### config.mk
export PLATFORM = sky130hd
export DESIGN_NAME = rkd_cmd_fifo
export DESIGN_NICKNAME = d
export VERILOG_FILES = /design/src/rtl/rkd_pkg.sv /design/src/rtl/rkd_cmd_fifo.sv
export SDC_FILE = /design/constraint.sdc
export NUM_CORES = 1
export LEC_CHECK = 0
export CAP_MARGIN = 40
export CORE_ASPECT_RATIO = 0.5
export CORE_MARGIN = 2
export CORE_UTILIZATION = 55
export CTS_CLUSTER_SIZE = 24
export DETAILED_ROUTE_END_ITERATION = 8
export DONT_BUFFER_PORTS = 1
export GPL_ROUTABILITY_DRIVEN = 1
export PLACE_DENSITY = 0.82
export SYNTH_ARGS = -nofsm -noshare
export SYNTH_HDL_FRONTEND = slang
export SYNTH_SLANG_ARGS = --single-unit
### constraint.sdc
create_clock -name clk -period 1.5 [get_ports clk]
set_input_delay 0.3 -clock clk [delete_from_list [all_inputs] [get_ports clk]]
set_output_delay 0.3 -clock clk [all_outputs]
set_load 0.005 [all_outputs]
### src/rtl/rkd_pkg.sv
package rkd_pkg;

  // Default depth of the key store.
  localparam int KEY_MAX_DEF = 256;

  // The box holds one entry for every byte value.
  localparam int BOX_DEPTH = 256;
  localparam int BOX_AW    = 8;

  // Depth of the command queue between the front and the back.
  localparam int CMD_DEPTH = 4;

  // Command classes that the front hands to the back.
  typedef enum logic [1:0] {
    OP_KEY,
    OP_KEY_LAST,
    OP_DATA
  } op_t;

  // One queued command: its class and the byte it carries.
  typedef struct packed {
    op_t        op;
    logic [7:0] data;
  } cmd_t;

endpackage

### src/rtl/rkd_cmd_fifo.sv
module rkd_cmd_fifo #(
  parameter int DEPTH = rkd_pkg::CMD_DEPTH
) (
  input  logic          clk,
  input  logic          rst,
  input  logic          push,
  input  rkd_pkg::cmd_t push_cmd,
  output logic          full,
  input  logic          pop,
  output rkd_pkg::cmd_t pop_cmd,
  output logic          empty
);
  import rkd_pkg::*;

  localparam int AW = (DEPTH > 1) ? $clog2(DEPTH) : 1;
  localparam int CW = $clog2(DEPTH + 1);

  cmd_t          slots [DEPTH];
  logic [AW-1:0] wr_ptr;
  logic [AW-1:0] rd_ptr;
  logic [CW-1:0] count;

  assign full    = (count == CW'(DEPTH));
  assign empty   = (count == '0);
  assign pop_cmd = slots[rd_ptr];

  // Pointers wrap at the depth, which need not be a power of two.
  always_ff @(posedge clk) begin
    if (rst) begin
      wr_ptr <= '0;
      rd_ptr <= '0;
      count  <= '0;
    end else begin
      if (push) begin
        wr_ptr <= (wr_ptr == AW'(DEPTH - 1)) ? '0 : wr_ptr + AW'(1);
      end
      if (pop) begin
        rd_ptr <= (rd_ptr == AW'(DEPTH - 1)) ? '0 : rd_ptr + AW'(1);
      end
      if (push && !pop) begin
        count <= count + CW'(1);
      end else if (pop && !push) begin
        count <= count - CW'(1);
      end
    end
  end

  always_ff @(posedge clk) begin
    if (push) begin
      slots[wr_ptr] <= push_cmd;
    end
  end

  assert property (@(posedge clk) disable iff (rst)
    count <= CW'(DEPTH))
    else $error("command queue count beyond depth");

  assert property (@(posedge clk) disable iff (rst)
    !(push && full))
    else $error("push into a full command queue");

  assert property (@(posedge clk) disable iff (rst)
    !(pop && empty))
    else $error("pop from an empty command queue");

endmodule

==> flow_summary.ini <==
[clocking]
ctsHtreeMaxLevel = 2
root_buffer = clkbuf_8
insertion_delay_ns = 0.29
cts_tree = built
clk_pin_slew_worst_paths_ns = 0.08
clock_path_buffers = 2
cts_buffers = 5
postCtsSetupRepairBufs = 0
cts.sinks = 49

[pwr]
powerDensity_mw_per_mm2 = 1300
peakVddDrop_v = 0.000711
power.share.sequential_pct = 58.8
p_int_mw = 2.16
p_leak_nw = 0.709
switching_share_pct = 20.0
p_total_mw = 2.70
comb_power_share_pct = 8.5
p_switching_mw = 0.539
clkPwrFrac_pct = 32.6

[layout]
final_common_cell = edfxtp_1
fill_cells = 200
mostFrequentLayoutCells = edfxtp_1 (40), mux4_2 (10), nor2_1 (7), dfxtp_1 (7)
finalInstanceArea_sq_mm = 0.00208
area_growth_pct = 10.6
drive_above_1_share_pct = 24.5
num_antenna_cells = 0
num-nets-final = 126

[route]
detail-route-antenna-nets = 0
wl_per_cell_microns = 18.3
routed_wl_mm = 2.67
drcViolationCount = 0
drt_iter0_markers = 43
dr.pass1.iters = 6
vias = 835
viasPerCell = 5.72

[grt]
grtUsageTotal_pct = 15.5
antenna_found_initial = 0
grt_pass1_vias = 884
grt_max_degree = 15
grt_pass1_wl_mm = 4.24
gr-total-overflow = 0

[synth]
synth_top_cell_area_share_pct = 63.8
synth_cells = 96
netlist_top_cells_area = edfxtp_1 (64%), mux4_2 (12%), dfxtp_1 (9.6%), ha_1 (4.0%), mux2i_1 (2.1%)
synth.distinct_cells = 17
avgSynthCellArea_sq_um = 19.6
ys_ff_latch = 49
syn_nets = 117
synthesis.area_sq_mm = 0.00188
yosys_warnings = 0
synth_seq_area_share_pct = 73.4
yosysTopAreaCell = edfxtp_1

[setup_path]
endpoint_kind = output port
startpoint_type = flip-flop
cp_max_fo = 10
worst_ep_arrival_time_ns = 1.31
worst-setup-path-type = flip-flop to output port
required_ns = 1.20

[flow_run]
drv_cap = 0

[place]
hpwl_mm = 1.88
port_buffers = 0
gp_congestion = 0.685
placed_cell_area_sq_mm = 0.00197
post-place-ws_ns = -0.115

[run_status]
violations = setup timing
outcome = complete, but fails checks

[sta]
layout_setup_ws_ns = -0.114
setup_tns_ns = -1.03
fmax_ghz = 0.619
tightest_slew_ns = 0.516
finalCritPeriodShare_pct = 108
hold_slack_ns = 0.0594
finalSetupViolations = 10
fin_skew_ns = 0.00624
drv_slew = 0
rsz0062_at_grt = true
hold_viol = 0
period_needed_ns = 1.61
worst_slew_margin_rel_pct = 65.6

[floorplan]
die_h_microns = 45.4
core_area_sq_mm = 0.00314
ios = 26
fp-row-count = 14
start_util_pct = 60.1
die_w_microns = 86.8
die-area_sq_mm = 0.00394

[hold_path]
hold_path_class = primary input to flip-flop
timing repair:
item                                    in CTS  in global routing
pin swaps                                    0                  0
hold buffers                                 0                  0
cloned                                       0                  0
endpoints found under the setup margin      10                 11
hold endpoints to repair                     0                  0
gates resized for setup                      1                  1
critical path, stage by stage (launching register included):
cell,delay [ns]
dfxtp_2,0.34
buf_12,0.14
mux4_2,0.53
cell families after synthesis:
logic type / count (synthesis) / synth area share, %
multiplexers: 14 / 14.1
flip-flops: 49 / 73.4
buffers and inverters: 6 / 1.66
adder cells (fa/ha/maj): 7 / 5.05
AO/OA/AOI/OAI: 3 / 0.797
XOR/XNOR: 2 / 0.930
AND/OR/NAND/NOR: 15 / 4.12
final cells by class:
| class | count | area, sq um | share of cell area, % |
|---|---|---|---|
| Sequential cell | 49 | 1380 | 66.4 |
| Multi-Input combinational cell | 41 | 485 | 23.3 |
| Clock buffer | 6 | 72.6 | 3.48 |
| Tap cell | 40 | 50.0 | 2.40 |
| Timing Repair Buffer | 4 | 42.5 | 2.04 |
| Clock inverter | 2 | 33.8 | 1.62 |
| Inverter | 4 | 15.0 | 0.721 |
power groups by stage:
stage | logic, mW | clock network, mW | registers [mW]
floorplan | 0.185 | 0 | 1.61
global route | 0.257 | 0.948 | 1.60
finish | 0.231 | 0.881 | 1.59
CTS | 0.237 | 0.896 | 1.59
detailed placement | 0.235 | 0 | 1.62
global placement | 0.219 | 0 | 1.61
cell usage after synthesis:
master     n
xor2_1     2
edfxtp_1  40
or3_1      1
nor3_1     1
mux4_2    10
buf_6      1
a21oi_1    2
fa_1       1
and2_1     4
o21ai_0    1
inv_1      4
clkbuf_2   1
dfxtp_1    9
mux2i_1    4
nor3b_1    2
nor2_1     7
ha_1       6
final timing paths:
path                  start  cells after the start  slack, ns          to
hold / removal          rst                      1       0.06    count[0]
setup / recovery  flip-flop                      2      -0.11  pop_cmd[7]
hold reg to reg    count[2]                      2       0.54    count[2]
setup reg to reg   count[0]                      4       0.06    count[2]
stage by stage:
stage	util [%]	cells
6_report	66.4	146
5_1_grt	66.4	146
4_1_cts	66.4	146
3_5_place_dp	63.0	138
3_3_place_gp	63.0	138
2_1_floorplan	-	96
per-layer routing:
layer	share of wire, %	global-route usage, %	up-vias
li1	-	-	386
met1	41	17.2	423
met2	51	28.6	22
met3	6.7	6.34	4
met4	1.3	4.69	0
met5	0	0	-
registers in the layout, summed over array words and instances, names as in the netlist, named ones only:
| register | cells |
|---|---|
| rd_ptr | 2 |
| slots | 40 |
| wr_ptr | 2 |
| count | 3 |
No activity file was read; power rests on OpenSTA's default activity.
