**src/rtl/rkd_pkg.sv**
```systemverilog
package rkd_pkg;

  // Default depth of the key store.
  localparam int KEY_MAX_DEF = 256;

  // The box holds one entry for every byte value.
  localparam int BOX_DEPTH = 256;
  localparam int BOX_AW    = 8;

  // Depth of the command queue between the front and the back.
  localparam int CMD_DEPTH = 4;

  // Command classes that the front hands to the back.
  typedef enum logic [1:0] {
    OP_KEY,
    OP_KEY_LAST,
    OP_DATA
  } op_t;

  // One queued command: its class and the byte it carries.
  typedef struct packed {
    op_t        op;
    logic [7:0] data;
  } cmd_t;

endpackage

```
**src/rtl/rkd_ram.sv**
```systemverilog
module rkd_ram #(
  parameter int WIDTH = 8,
  parameter int DEPTH = 256
) (
  input  logic                                   clk,
  input  logic                                   we,
  input  logic [(DEPTH > 1 ? $clog2(DEPTH) : 1)-1:0] waddr,
  input  logic [WIDTH-1:0]                       wdata,
  input  logic [(DEPTH > 1 ? $clog2(DEPTH) : 1)-1:0] raddr,
  output logic [WIDTH-1:0]                       rdata
);

  logic [WIDTH-1:0] mem [DEPTH];

  // One write port and one read port with registered read data.
  always_ff @(posedge clk) begin
    if (we) begin
      mem[waddr] <= wdata;
    end
    rdata <= mem[raddr];
  end

endmodule

```
**src/rtl/rkd_back.sv**
```systemverilog
module rkd_back #(
  parameter int KEY_MAX = rkd_pkg::KEY_MAX_DEF
) (
  input  logic          clk,
  input  logic          rst,
  input  logic          q_empty,
  input  rkd_pkg::cmd_t q_cmd,
  output logic          pop,
  output logic          out_valid,
  input  logic          out_stall,
  output logic [7:0]    plain_byte
);
  import rkd_pkg::*;

  localparam int KA = (KEY_MAX > 1) ? $clog2(KEY_MAX) : 1;
  localparam int CW = $clog2(KEY_MAX + 1);
  localparam logic [BOX_AW-1:0] IdxLast = BOX_AW'(BOX_DEPTH - 1);

  typedef enum logic [3:0] {
    S_IDLE,
    S_INIT,
    S_RD,
    S_MIX,
    S_SWAP_A,
    S_SWAP_B,
    S_D1,
    S_D2,
    S_D3,
    S_OUT
  } state_t;

  state_t            state;
  logic [CW-1:0]     key_count;
  logic [CW-1:0]     sched_len;
  logic [BOX_AW-1:0] stream_pos;
  logic [BOX_AW-1:0] idx;
  logic [BOX_AW-1:0] acc;
  logic [BOX_AW-1:0] held;
  logic [BOX_AW-1:0] bj;
  logic [KA-1:0]     kidx;
  logic [7:0]        byte_q;
  logic [7:0]        result;

  logic              box_we;
  logic [BOX_AW-1:0] box_waddr;
  logic [7:0]        box_wdata;
  logic [BOX_AW-1:0] box_raddr;
  logic [7:0]        box_rdata;
  logic              key_we;
  logic [KA-1:0]     key_raddr;
  logic [7:0]        key_rdata;

  logic              key_room;
  logic [BOX_AW-1:0] pos_next;
  logic [BOX_AW-1:0] acc_next;
  logic              kidx_wrap;
  logic              slot_free;

  assign key_room  = (key_count < CW'(KEY_MAX));
  assign pos_next  = stream_pos + BOX_AW'(1);
  assign acc_next  = box_rdata + acc + key_rdata;
  assign kidx_wrap = ((CW'(kidx) + CW'(1)) >= sched_len);
  assign slot_free = !out_valid || !out_stall;
  assign pop       = (state == S_IDLE) && !q_empty;
  assign key_we    = pop && (q_cmd.op != OP_DATA) && key_room;

  // Box and key store addressing for each step of the sequencer.
  always_comb begin
    box_we    = 1'b0;
    box_waddr = idx;
    box_wdata = idx;
    box_raddr = pos_next;
    key_raddr = kidx;
    unique case (state)
      S_IDLE:   box_raddr = pos_next;
      S_INIT:   box_we = 1'b1;
      S_RD:     box_raddr = idx;
      S_MIX:    box_raddr = acc_next;
      S_SWAP_A: begin
        box_we    = 1'b1;
        box_wdata = box_rdata;
      end
      S_SWAP_B: begin
        box_we    = 1'b1;
        box_waddr = acc;
        box_wdata = held;
      end
      S_D1:     box_raddr = box_rdata + stream_pos;
      S_D2:     box_raddr = bj + box_rdata;
      default:  box_raddr = pos_next;
    endcase
  end

  rkd_ram #(
    .WIDTH (8),
    .DEPTH (BOX_DEPTH)
  ) u_box (
    .clk   (clk),
    .we    (box_we),
    .waddr (box_waddr),
    .wdata (box_wdata),
    .raddr (box_raddr),
    .rdata (box_rdata)
  );

  rkd_ram #(
    .WIDTH (8),
    .DEPTH (KEY_MAX)
  ) u_key (
    .clk   (clk),
    .we    (key_we),
    .waddr (key_count[KA-1:0]),
    .wdata (q_cmd.data),
    .raddr (key_raddr),
    .rdata (key_rdata)
  );

  // Sequencer: key loading, box schedule, and the three-read data path.
  always_ff @(posedge clk) begin
    if (rst) begin
      state      <= S_IDLE;
      key_count  <= '0;
      stream_pos <= '0;
      out_valid  <= 1'b0;
    end else begin
      // A taken result frees the output register unless a new one lands in it.
      if (out_valid && !out_stall && state != S_D3 && state != S_OUT) begin
        out_valid <= 1'b0;
      end
      unique case (state)
        S_IDLE: begin
          if (pop) begin
            if (q_cmd.op == OP_DATA) begin
              byte_q     <= q_cmd.data;
              stream_pos <= pos_next;
              state      <= S_D1;
            end else if (q_cmd.op == OP_KEY_LAST) begin
              sched_len  <= key_room ? key_count + CW'(1) : key_count;
              key_count  <= '0;
              stream_pos <= '0;
              idx        <= '0;
              state      <= S_INIT;
            end else if (key_room) begin
              key_count <= key_count + CW'(1);
            end
          end
        end
        S_INIT: begin
          idx <= idx + BOX_AW'(1);
          if (idx == IdxLast) begin
            acc   <= '0;
            kidx  <= '0;
            state <= S_RD;
          end
        end
        S_RD: begin
          state <= S_MIX;
        end
        S_MIX: begin
          acc   <= acc_next;
          held  <= box_rdata;
          kidx  <= kidx_wrap ? '0 : kidx + KA'(1);
          state <= S_SWAP_A;
        end
        S_SWAP_A: begin
          state <= S_SWAP_B;
        end
        S_SWAP_B: begin
          idx   <= idx + BOX_AW'(1);
          state <= (idx == IdxLast) ? S_IDLE : S_RD;
        end
        S_D1: begin
          bj    <= box_rdata;
          state <= S_D2;
        end
        S_D2: begin
          state <= S_D3;
        end
        S_D3: begin
          if (slot_free) begin
            out_valid  <= 1'b1;
            plain_byte <= byte_q ^ box_rdata;
            state      <= S_IDLE;
          end else begin
            result <= byte_q ^ box_rdata;
            state  <= S_OUT;
          end
        end
        S_OUT: begin
          if (slot_free) begin
            out_valid  <= 1'b1;
            plain_byte <= result;
            state      <= S_IDLE;
          end
        end
        default: state <= S_IDLE;
      endcase
    end
  end

  assert property (@(posedge clk) disable iff (rst)
    key_count <= CW'(KEY_MAX))
    else $error("key count beyond key store depth");

  assert property (@(posedge clk) disable iff (rst)
    (state == S_RD) |-> (sched_len != '0))
    else $error("schedule running with an empty key");

  assert property (@(posedge clk) disable iff (rst)
    $rose(out_valid) |-> ($past(state) == S_D3 || $past(state) == S_OUT))
    else $error("result produced outside the data path");

  assert property (@(posedge clk) disable iff (rst)
    (state == S_MIX) |-> (CW'(kidx) < sched_len))
    else $error("key index outside the loaded key");

endmodule

```
**config.mk**
```make
export PLATFORM = sky130hd
export DESIGN_NAME = rkd_back
export DESIGN_NICKNAME = d
export VERILOG_FILES = /design/src/rtl/rkd_pkg.sv /design/src/rtl/rkd_ram.sv /design/src/rtl/rkd_back.sv
export SDC_FILE = /design/constraint.sdc
export NUM_CORES = 2
export LEC_CHECK = 0
export BUFFER_PORTS_ARGS = -buffer_cell sky130_fd_sc_hd__buf_2
export CORE_MARGIN = 3
export CORE_UTILIZATION = 40
export CTS_CLUSTER_DIAMETER = 50
export CTS_CLUSTER_SIZE = 25
export DETAILED_ROUTE_END_ITERATION = 16
export GPL_TIMING_DRIVEN = 0
export PLACE_DENSITY = 0.61
export SKIP_LAST_GASP = 1
export SLEW_MARGIN = 20
export SYNTH_ARGS = -nofsm -noshare
export SYNTH_HDL_FRONTEND = slang
export SYNTH_HIERARCHICAL = 1
export SYNTH_SLANG_ARGS = --single-unit
```
**constraint.sdc**
```tcl
create_clock -name clk -period 9.1 [get_ports clk]
set_input_delay 2.275 -clock clk [delete_from_list [all_inputs] [get_ports clk]]
set_output_delay 2.275 -clock clk [all_outputs]
set_load 0.01 [all_outputs]
```
==> metrics.txt <==
vias in the first global route=roughly 86000; top post-synthesis cells by count=edfxtp_1 (4169), mux4_2 (908), nor2_1 (624); most frequent cell after synthesis=edfxtp_1; final instance area=~190000 um2; DRT iter0 DRCs=about 13000; VDD IR-drop max=around 0.19 mV; Finished Layout Cells=about 14000; Pre-antenna DRT Iters=6; Req. time, crit path=around 9.9 ns; clk_skew=between 0.05 and 0.06 ns; hpwl dp=between 300 and 400 mm; met3 WL=51.4 mm; Util after Layout=a little under half; Area growth syn-to-layout=14.5%; dpl cells=around 14000; share of layout cells above drive strength 1=roughly 24%; Ys Warns=6; Min-Delay Path Class=flop to flop; synth unique cells=81; DRC errors left=0; met1 WL=approximately 180 mm; FF+latch count, synth=4207; Syn Area/Cell=roughly 20 um2; crit start category=flop; FFs w/ async S/R, synth=0%; share of the synthesized area in the top cell type=76.0%; RePlAce Congestion=between 0.9 and 1; final net count=approximately 8600; TNS Setup=0 ns; Port Buffer Count=23; Synth Instances=approximately 8000; Synth area leader=edfxtp_1; Post-synth EDFFs=approximately 4200; final hold vios=0; Synth Cell Area=~160000 um2; clk sinks=approximately 4200; Die H=648 um; initial antenna violation count=19; Slew HR=between 10% and 20%; setup slack, reg-to-reg=~0.94 ns; IO Pins=24; Crit Path Class=flop to flop; grt total ovfl=0; WL final=507 mm; min Tclk post-route=between 8 and 9 ns; CTS buffer count=~370; Tot Pwr=44600 uW; RSZ-0062 raised after global routing=false; period utilization=between 80% and 90%; hold buffer count at CTS=0; post-CTS setup buffer count=0; drt wl/cell=approximately 35 um; CTS root buf=clkbuf_16; cell row count=approximately 240; first-pass GRT wire length=a little under 700 mm; H-tree Lvls=5; Clock Latency Late Sink=around 1.0 ns; CTS max path bufs=4; Slew Limit Fails=0; Crit Path Max Fanout=10; CTS tree=yes; status=finished clean; CP Data Arrival Time=between 8 and 9 ns; FMAX=approximately 0.12 GHz; Initial Util=between 40% and 50%; area of placed instances=around 180000 um2; endpoint class of the critical path=flop; leak pwr=0.0589 uW; largest net degree at the start of global routing=132; final setup fails=0; Seq/Total Area, Yosys=~76%; MaxCap Viol Count=0; Post-synth top flop=edfxtp_1; DIE WIDTH=roughly 650 um; die area=approximately 420000 um2; met2 wire len=between 200 and 250 mm; synth top area cells=edfxtp_1 (76%), mux4_2 (12%), mux2i_1 (1.7%), nor2_1 (1.4%), a22oi_1 (1.2%); PD cells=around 240 nW/um2; routed via count=slightly below 90000; core area=around 410000 um2; Clock transition at path regs=~0.08 ns; GRT Util Overall=23.9%; Routed Antenna Nets=0; post_cts resized=0; Mapped Nets=between 8000 and 9000; max layer used=met5; DR vias/cell=slightly above 6; Worst Max-Slew Pin Slew=1.34 ns
[worst paths after layout]
| path | startpoint | to | depth (start not counted) |
|---|---|---|---|
| max | state[3] | u_box/rdata[4] | 21 |
| min | stream_pos[7] | stream_pos[7] | 2 |
| max reg2reg | state[3] | u_box/rdata[4] | 21 |
| min reg2reg | stream_pos[7] | stream_pos[7] | 2 |
[worst max-delay path: stages, from the launching register on]
cell and delay [ns]:
dfxtp_1 0.33, buf_4 0.17, nand4b_1 0.43, inv_1 0.45, nand2_1 0.10, nand2_1 0.08, ha_1 0.23, inv_1 0.07
fa_1 0.39, nand2b_1 0.20, nand2b_1 0.09, a211oi_1 0.07, o32ai_1 0.26, a211o_1 0.31, buf_4 0.34, clkbuf_1 0.78
clkbuf_1 0.90, clkbuf_1 0.99, a211oi_1 0.10, nor2_1 0.40, nor4_1 0.16, nor4_1 1.02
[cell type report]
class | count | area (um2)
tap | 5451 | 6820
multi-input combinational | 3277 | 36100
antenna | 16 | 40.0
sequential | 4207 | 126000
buffer | 485 | 3100
clock buffer | 402 | 9610
clock inverter | 288 | 3550
fill | 34000 | 221000
inverter | 28 | 108
timing repair buffer | 160 | 3440
[power breakdown]
group	switching, uW	total (uW)	internal [uW]
combinational	3790	5820	2030
sequential	89.6	22100	22000
clock	8080	16700	8660
[sequential cells by signal, summed over array words and instances, names as in the netlist, 9 cells and up]
signal	cells
u_box/mem	2048
u_key/mem	2048
key_count	9
sched_len	9
[through the flow]
stage / hold slack [ns] / setup slack (ns)
finish: 0.550 / 0.941
global route: 0.583 / 1.00
CTS: 0.553 / 1.30
detailed placement: 0.532 / 1.40
global placement: 0.539 / -9.50
floorplan: 0.495 / -0.644
[layout by cell type (no fill, tap or decap), types with 30 or more instances in the layout]
cell	count
a211oi_1	38
a21oi_1	213
a22oi_1	273
buf_16	100
buf_2	103
buf_4	67
buf_6	48
buf_8	40
clkbuf_1	194
clkbuf_16	379
clkbuf_2	58
clkinv_4	30
clkinv_8	51
dfxtp_1	38
edfxtp_1	4169
inv_6	64
inv_8	51
mux2i_1	279
mux4_2	908
nand2_1	111
nand3_1	83
nor2_1	592
nor2_2	33
nor2b_1	65
nor3_1	47
nor4_1	31
o21ai_0	32
o221ai_1	92
o22ai_1	57
[cell families after synthesis]
| group | share of synthesized area (%) |
|---|---|
| flops | 76.5 |
| mux | 14.3 |
| simple gates | 3.08 |
| compound gates | 3.73 |
| buf+inv | 1.88 |
| xor+xnor | 0.213 |
| fa+ha+maj | 0.322 |
[routing by layer]
| layer | global-route usage, % | up-vias |
|---|---|---|
| li1 | - | 34500 |
| met1 | 30.2 | 46700 |
| met2 | 38.6 | 5488 |
| met3 | 4.92 | 1181 |
| met4 | 13.1 | 2 |
| met5 | 0 | - |
Note: power is estimated with default switching activity, not from simulation.
