[config.mk]
export PLATFORM = sky130hd
export DESIGN_NAME = rkd_front
export DESIGN_NICKNAME = d
export VERILOG_FILES = /design/src/rtl/rkd_pkg.sv /design/src/rtl/rkd_front.sv
export SDC_FILE = /design/constraint.sdc
export NUM_CORES = 1
export LEC_CHECK = 0
export BUFFER_PORTS_ARGS = -buffer_cell sky130_fd_sc_hd__buf_2
export CORE_AREA = 2 2 39 41
export CTS_CLUSTER_DIAMETER = 30
export DETAILED_ROUTE_END_ITERATION = 16
export DIE_AREA = 0 0 41 43
export SLEW_MARGIN = 25
export SYNTH_ARGS = -nofsm -noshare
export SYNTH_HDL_FRONTEND = slang
export SYNTH_SLANG_ARGS = --single-unit
[constraint.sdc]
create_clock -name clk -period 1.3 [get_ports clk]
set_input_delay 0.195 -clock clk [delete_from_list [all_inputs] [get_ports clk]]
set_output_delay 0.195 -clock clk [all_outputs]
set_load 0.1 [all_outputs]
[src/rtl/rkd_pkg.sv]
package rkd_pkg;

  // Default depth of the key store.
  localparam int KEY_MAX_DEF = 256;

  // The box holds one entry for every byte value.
  localparam int BOX_DEPTH = 256;
  localparam int BOX_AW    = 8;

  // Depth of the command queue between the front and the back.
  localparam int CMD_DEPTH = 4;

  // Command classes that the front hands to the back.
  typedef enum logic [1:0] {
    OP_KEY,
    OP_KEY_LAST,
    OP_DATA
  } op_t;

  // One queued command: its class and the byte it carries.
  typedef struct packed {
    op_t        op;
    logic [7:0] data;
  } cmd_t;

endpackage

[src/rtl/rkd_front.sv]
module rkd_front (
  input  logic          clk,
  input  logic          rst,
  input  logic          in_valid,
  output logic          in_stall,
  input  logic          func,
  input  logic [7:0]    byte_in,
  input  logic          key_last,
  input  logic          q_full,
  output logic          push,
  output rkd_pkg::cmd_t push_cmd
);
  import rkd_pkg::*;

  logic cmd_valid;
  cmd_t cmd;
  cmd_t cmd_class;
  logic accept;

  // Classify the incoming transaction; key_last has no meaning on data.
  always_comb begin
    cmd_class.data = byte_in;
    if (func) begin
      cmd_class.op = OP_DATA;
    end else if (key_last) begin
      cmd_class.op = OP_KEY_LAST;
    end else begin
      cmd_class.op = OP_KEY;
    end
  end

  // The stage moves into the queue whenever the queue has room.
  assign push     = cmd_valid && !q_full;
  assign push_cmd = cmd;
  assign in_stall = cmd_valid && q_full;
  assign accept   = in_valid && !in_stall;

  always_ff @(posedge clk) begin
    if (rst) begin
      cmd_valid <= 1'b0;
    end else if (accept) begin
      cmd_valid <= 1'b1;
    end else if (push) begin
      cmd_valid <= 1'b0;
    end
  end

  always_ff @(posedge clk) begin
    if (accept) begin
      cmd <= cmd_class;
    end
  end

  // A held command that cannot move must keep blocking new transactions.
  assert property (@(posedge clk) disable iff (rst)
    (cmd_valid && !push) |=> cmd_valid)
    else $error("front stage lost a command");

  assert property (@(posedge clk) disable iff (rst)
    (cmd_valid && q_full) |=> $stable(cmd))
    else $error("front stage changed while the queue was full");

  assert property (@(posedge clk) disable iff (rst)
    accept |=> cmd_valid)
    else $error("accepted transaction did not reach the front stage");

endmodule

==> impl_metrics.json, run 1 <==
{
  "hp-start": "rst",
  "io_buffers": 25,
  "clockBufferDepth": 2,
  "synth_area_leaders": "edfxtp_1 (83%), dfxtp_1 (5.5%), and2_4 (2.4%)",
  "max_stage_delay_ns": 0.43,
  "io_pins": 26,
  "crit_arrival_ns": 1.02,
  "worst_slack_ns": 0.0891,
  "switchingPower_mw": 0.288,
  "cap_violations": 0,
  "max_freq_ghz": 0.826,
  "postCtsHoldBufs": 0,
  "relSlewSlack_pct": 67.1,
  "start_kind": "flip-flop",
  "grt_pass1_vias": 216,
  "wl_met2_um": 229,
  "cp_slowest_cell": "buf_2",
  "syn_inst": 17,
  "worst_pin_slew_ns": 0.497,
  "period_minus_slack_ns": 1.21,
  "yosysSeqAreaShare_pct": 88.6,
  "setup_viol": 0,
  "hold_class": "in -> reg",
  "cts_tree": "built",
  "synth_area_per_cell_sq_um": 21.3,
  "clock_sink_count": 11,
  "rsz0062_at_grt": "no",
  "syn_nets": 31,
  "gp_congestion": 0.595,
  "drc": 0,
  "cts_inserted_buffers": 3,
  "finalSetupTns_ns": 0,
  "synthToLayoutAreaGrowth_pct": 57.8,
  "antenna_left": 0,
  "drt-total-wl_um": 678,
  "nets": 62,
  "core_area_sq_um": 1380,
  "drtIter0Drc": 3,
  "htreeDepth": 1,
  "wl_met1_um": 281,
  "skew_ns": 0.00197,
  "reg2reg_slack_ns": 0.26,
  "die_width_um": 41,
  "antenna_found_initial": 0,
  "end_kind": "primary output",
  "swShare_pct": 33.5,
  "hold_viol_final": 0,
  "vias": 236,
  "n_antenna_cell": 0,
  "cts_setup_buffers": 0,
  "yosysTopAreaCell": "edfxtp_1",
  "syn_area_sq_um": 362,
  "drv_slew": 0,
  "die_area_sq_um": 1760,
  "via_per_inst": 3.75,
  "wl_per_cell_um": 10.8,
  "clkPwrFrac_pct": 25.8,
  "drive_gt1_share_pct": 68.1,
  "start_util_pct": 26.1,
  "path_max_fanout": 1,
  "crit_family": "buffers and inverters",
  "clkSlewWorstSetupHoldPaths_ns": 0.07,
  "dr.pass1.iters": 2,
  "setup.worst_path.start": "push_cmd[9]",
  "worstPathCellList": "buf_2",
  "p_per_area_nw_per_um2": 1510,
  "post-place-ws_ns": 0.247,
  "crit_path_end": "push_cmd[9]",
  "root_buffer": "clkbuf_4",
  "ys_seq_elements": 11,
  "required_ns": 1.11,
  "rows": 14,
  "wl_met3_um": 167,
  "ys_types": 8,
  "cp_num_buf_inv": 1,
  "highest_layer": "met3",
  "cts_resized": 0,
  "grt_max_degree": 11,
  "power.internal_mw": 0.574,
  "grt.total_usage_pct": 8.99,
  "r2r_start": "cmd_valid",
  "grt_first_pass_wirelength_um": 924,
  "synth_top_area_share_pct": 83.0,
  "cp_num_cells": 1,
  "status": "complete, no violations",
  "p_comb_share_pct": 26.1,
  "power_leakage_nw": 0.252,
  "ys_warn_count": 0,
  "overflow": 0,
  "worstReg2RegEnd": "push_cmd[7]",
  "fin_crit_sh_pct": 93.1,
  "die_y_um": 43,
  "seqPwrFrac_pct": 48.1,
  "ir_worst_vdd_mv": 0.483,
  "critPathKind": "reg -> out",
  "clk_latency_ns": 0.26,
  "rr_worst_depth": 3
}
[layer usage]
| metal | GRT usage (%) | vias to the layer above |
|---|---|---|
| met1 | 9.86 | 88 |
| met2 | 9.38 | 26 |
| met4 | 8.00 | 0 |
| li1 | - | 122 |
| met5 | 0 | - |
| met3 | 8.90 | 0 |
[worst min-delay path by stage]
| stage | end | slack [ns] | cells past startpoint |
|---|---|---|---|
| global placement | cmd_valid | 0.35 | 2 |
| global route | cmd_valid | 0.06 | 2 |
| CTS | cmd_valid | 0.07 | 2 |
| finish | cmd_valid | 0.08 | 2 |
| detailed placement | cmd_valid | 0.36 | 2 |
| floorplan | cmd_valid | 0.27 | 1 |
[cells in the final DEF, fill, tap and decap left out]
| cell type | netlist | final |
|---|---|---|
| nor2b_1 | 1 | 1 |
| nor2_1 | 1 | 1 |
| clkbuf_4 | 0 | 3 |
| buf_12 | 0 | 2 |
| and2b_2 | 1 | 1 |
| buf_4 | 0 | 1 |
| dfxtp_1 | 1 | 1 |
| nor2b_2 | 1 | 1 |
| edfxtp_1 | 10 | 10 |
| buf_2 | 0 | 23 |
| clkbuf_1 | 0 | 1 |
| and2_4 | 1 | 1 |
| a21oi_1 | 1 | 1 |
[through the flow]
stage | hold WS (ns) | cells | power [mW] | area, sq um | util (%)
3_3_place_gp | 0.352 | 59 | 0.647 | 544 | 39.3
5_1_grt | 0.0598 | 63 | 0.907 | 571 | 41.2
6_report | 0.0817 | 63 | 0.862 | 571 | 41.2
3_5_place_dp | 0.358 | 59 | 0.648 | 544 | 39.3
2_1_floorplan | 0.267 | 17 | 0.593 | 362 | -
4_1_cts | 0.0727 | 63 | 0.878 | 571 | 41.2
[flip-flops by register name, indices dropped and copies added (netlist names)]
signal and cells:
push_cmd 10, cmd_valid 1
[layout make-up]
type | count | area [sq um]
Clock buffer | 4 | 26.3
Tap cell | 16 | 20.0
Multi-Input combinational cell | 6 | 41.3
Timing Repair Buffer | 26 | 163
Sequential cell | 11 | 320
Fill cell | 136 | 813
[kinds of logic after synthesis]
family           share of synthesized area (%)
flip-flops                                88.6
AO/OA/AOI/OAI                             1.38
AND/OR/NAND/NOR                           10.0
[power groups by stage]
stage                     clock, mW  combinational, mW  sequential [mW]
after floorplan                   0             0.0359            0.557
after global placement            0              0.224            0.423
after detailed placement          0              0.226            0.422
after CTS                     0.237              0.226            0.415
after global routing          0.258              0.232            0.417
final                         0.222              0.225            0.415
[synth_stat cells]
master / n
and2_4: 1
edfxtp_1: 10
and2b_2: 1
nor2_1: 1
a21oi_1: 1
nor2b_1: 1
dfxtp_1: 1
nor2b_2: 1
Note: power is estimated with default switching activity, not from simulation.
==> run 2, diff against run 1 <==
--- a/config.mk
+++ b/config.mk
@@ -5,11 +5,11 @@
 export SDC_FILE = /design/constraint.sdc
 export NUM_CORES = 1
 export LEC_CHECK = 0
-export BUFFER_PORTS_ARGS = -buffer_cell sky130_fd_sc_hd__buf_2
 export CORE_AREA = 2 2 39 41
 export CTS_CLUSTER_DIAMETER = 30
 export DETAILED_ROUTE_END_ITERATION = 16
 export DIE_AREA = 0 0 41 43
+export DONT_BUFFER_PORTS = 1
 export SLEW_MARGIN = 25
 export SYNTH_ARGS = -nofsm -noshare
 export SYNTH_HDL_FRONTEND = slang
==> impl_metrics.json, run 2 (synthesis gave the netlist of run 1 again) <==
{
  "final_cell_mix": "buf_4 (12), edfxtp_1 (10), dlygate4sd3_1 (4), clkbuf_4 (3)",
  "cts_tree": "built",
  "clock_sink_count": 11,
  "hp-start": "byte_in[0]",
  "max_freq_ghz": 0.832,
  "worst_slack_ns": 0.0983,
  "cap_violations": 0,
  "cts_inserted_buffers": 3,
  "grt_first_pass_wirelength_um": 1000,
  "grt.total_usage_pct": 9.63,
  "p_per_area_nw_per_um2": 1520,
  "met3_usage_pct": 9.95,
  "ir_worst_vdd_mv": 0.617,
  "die_y_um": 43,
  "drive_gt1_share_pct": 51.3,
  "max_stage_delay_ns": 0.36,
  "grt_util_met1_pct": 6.29,
  "rsz0062_at_grt": "no",
  "drtIter0Drc": 0,
  "relSlewSlack_pct": 81.3,
  "hold_class": "in -> reg",
  "period_minus_slack_ns": 1.20,
  "crit_family": "flip-flops",
  "path_max_fanout": 3,
  "clk_latency_ns": 0.26,
  "io_buffers": 0,
  "status": "complete, no violations",
  "rr_worst_depth": 3,
  "grt.busiest_layer": "met2",
  "post-route-util_pct": 41.1,
  "power_mw": 0.862,
  "reg2reg_slack_ns": 0.23,
  "synthToLayoutAreaGrowth_pct": 57.4,
  "setup_viol": 0,
  "crit_arrival_ns": 1.01,
  "gp_congestion": 0.585,
  "cp_slowest_cell": "dfxtp_1",
  "wl_per_cell_um": 12.5,
  "min_to": "push_cmd[0]",
  "largest_reg_flops": 10,
  "end_kind": "primary output",
  "seq_area_sq_um": 320,
  "power_leakage_nw": 0.229,
  "use_met2_pct": 14.1,
  "drc": 0,
  "r2r_start": "cmd_valid",
  "overflow": 0,
  "io_pins": 26,
  "skew_ns": 0.00401,
  "via_per_inst": 4.35,
  "antenna_found_initial": 0,
  "n_antenna_cell": 0,
  "finalSetupTns_ns": 0,
  "critPathKind": "reg -> out",
  "clockBufferDepth": 2,
  "nets": 54,
  "dr.pass1.iters": 1,
  "root_buffer": "clkbuf_4",
  "whs_path_depth": 0,
  "die_width_um": 41,
  "multiInputGateArea_sq_um": 41.3,
  "start_kind": "flip-flop",
  "drv_slew": 0,
  "clkSlewWorstSetupHoldPaths_ns": 0.07,
  "post-place-ws_ns": 0.246,
  "placedCellCount": 47,
  "layout_commonest_cell": "buf_4",
  "cts_setup_buffers": 0,
  "grt_max_degree": 9,
  "start_util_pct": 26.1,
  "worst_pin_slew_ns": 0.282,
  "vias": 239,
  "grt_pass1_vias": 266,
  "drt-total-wl_um": 688,
  "antenna_left": 0,
  "htreeDepth": 1,
  "instances_no_fill": 55,
  "nFillCells": 137,
  "hold_viol_final": 0,
  "worstPathCellList": "and2_4 -> buf_6",
  "core_area_sq_um": 1380,
  "rows": 14,
  "die_area_sq_um": 1760,
  "dp_hpwl_um": 556,
  "fin_crit_sh_pct": 92.4,
  "cp_num_buf_inv": 1,
  "worstReg2RegEnd": "push_cmd[4]",
  "required_ns": 1.11
}
[run 2: cell types whose count changed in the layout (fill, tap and decap cells not counted)]
cell	delta
buf_2	-23
buf_4	+11
dlygate4sd3_1	+4
buf_12	-1
buf_6	+1
[run 2: area by class of cell]
type | count | share of cell area [%]
sequential | 11 | 56.3
timing repair buffer | 18 | 28.4
multi-input combinational | 6 | 7.25
clock buffer | 4 | 4.62
tap | 16 | 3.52
[run 2: report_power, final]
part	switching, mW	internal, mW
combinational	0.174	0.0496
clock	0.103	0.118
sequential	0.00672	0.410
[run 2: layer usage]
metal	share of wire, %	up-vias	wire length, um
met2	42	29	288
met4	1.7	0	12
li1	-	106	-
met5	0	-	0
met3	20	2	140
met1	36	102	247
[run 2: worst reg2reg max path, cell delays in order (launching register included)]
cell and delay [ns]:
dfxtp_1 0.33, and2_4 0.15, nor2b_2 0.12, buf_4 0.18
[run 2: worst max path at each step]
| stage | depth (start not counted) | from | endpoint |
|---|---|---|---|
| finish | 2 | cmd_valid | in_stall |
| global placement | 3 | cmd_valid | push_cmd[5] |
| global route | 2 | cmd_valid | in_stall |
| CTS | 2 | cmd_valid | in_stall |
| detailed placement | 3 | cmd_valid | push_cmd[7] |
| floorplan | 2 | cmd_valid | push_cmd[0] |
[run 2: through the flow]
step	hold WS, ns	cell area [sq um]
after floorplan	0.267	362
after global placement	0.269	499
after CTS	0.0117	536
after global routing	0.000697	569
after detailed placement	0.274	499
final	0.0291	569
[run 2: repair_timing]
item                                    CTS  global route
endpoints found under the hold margin     1             3
gates resized for setup                   0             1
endpoints found under the setup margin    0             1
hold buffers                              1             3
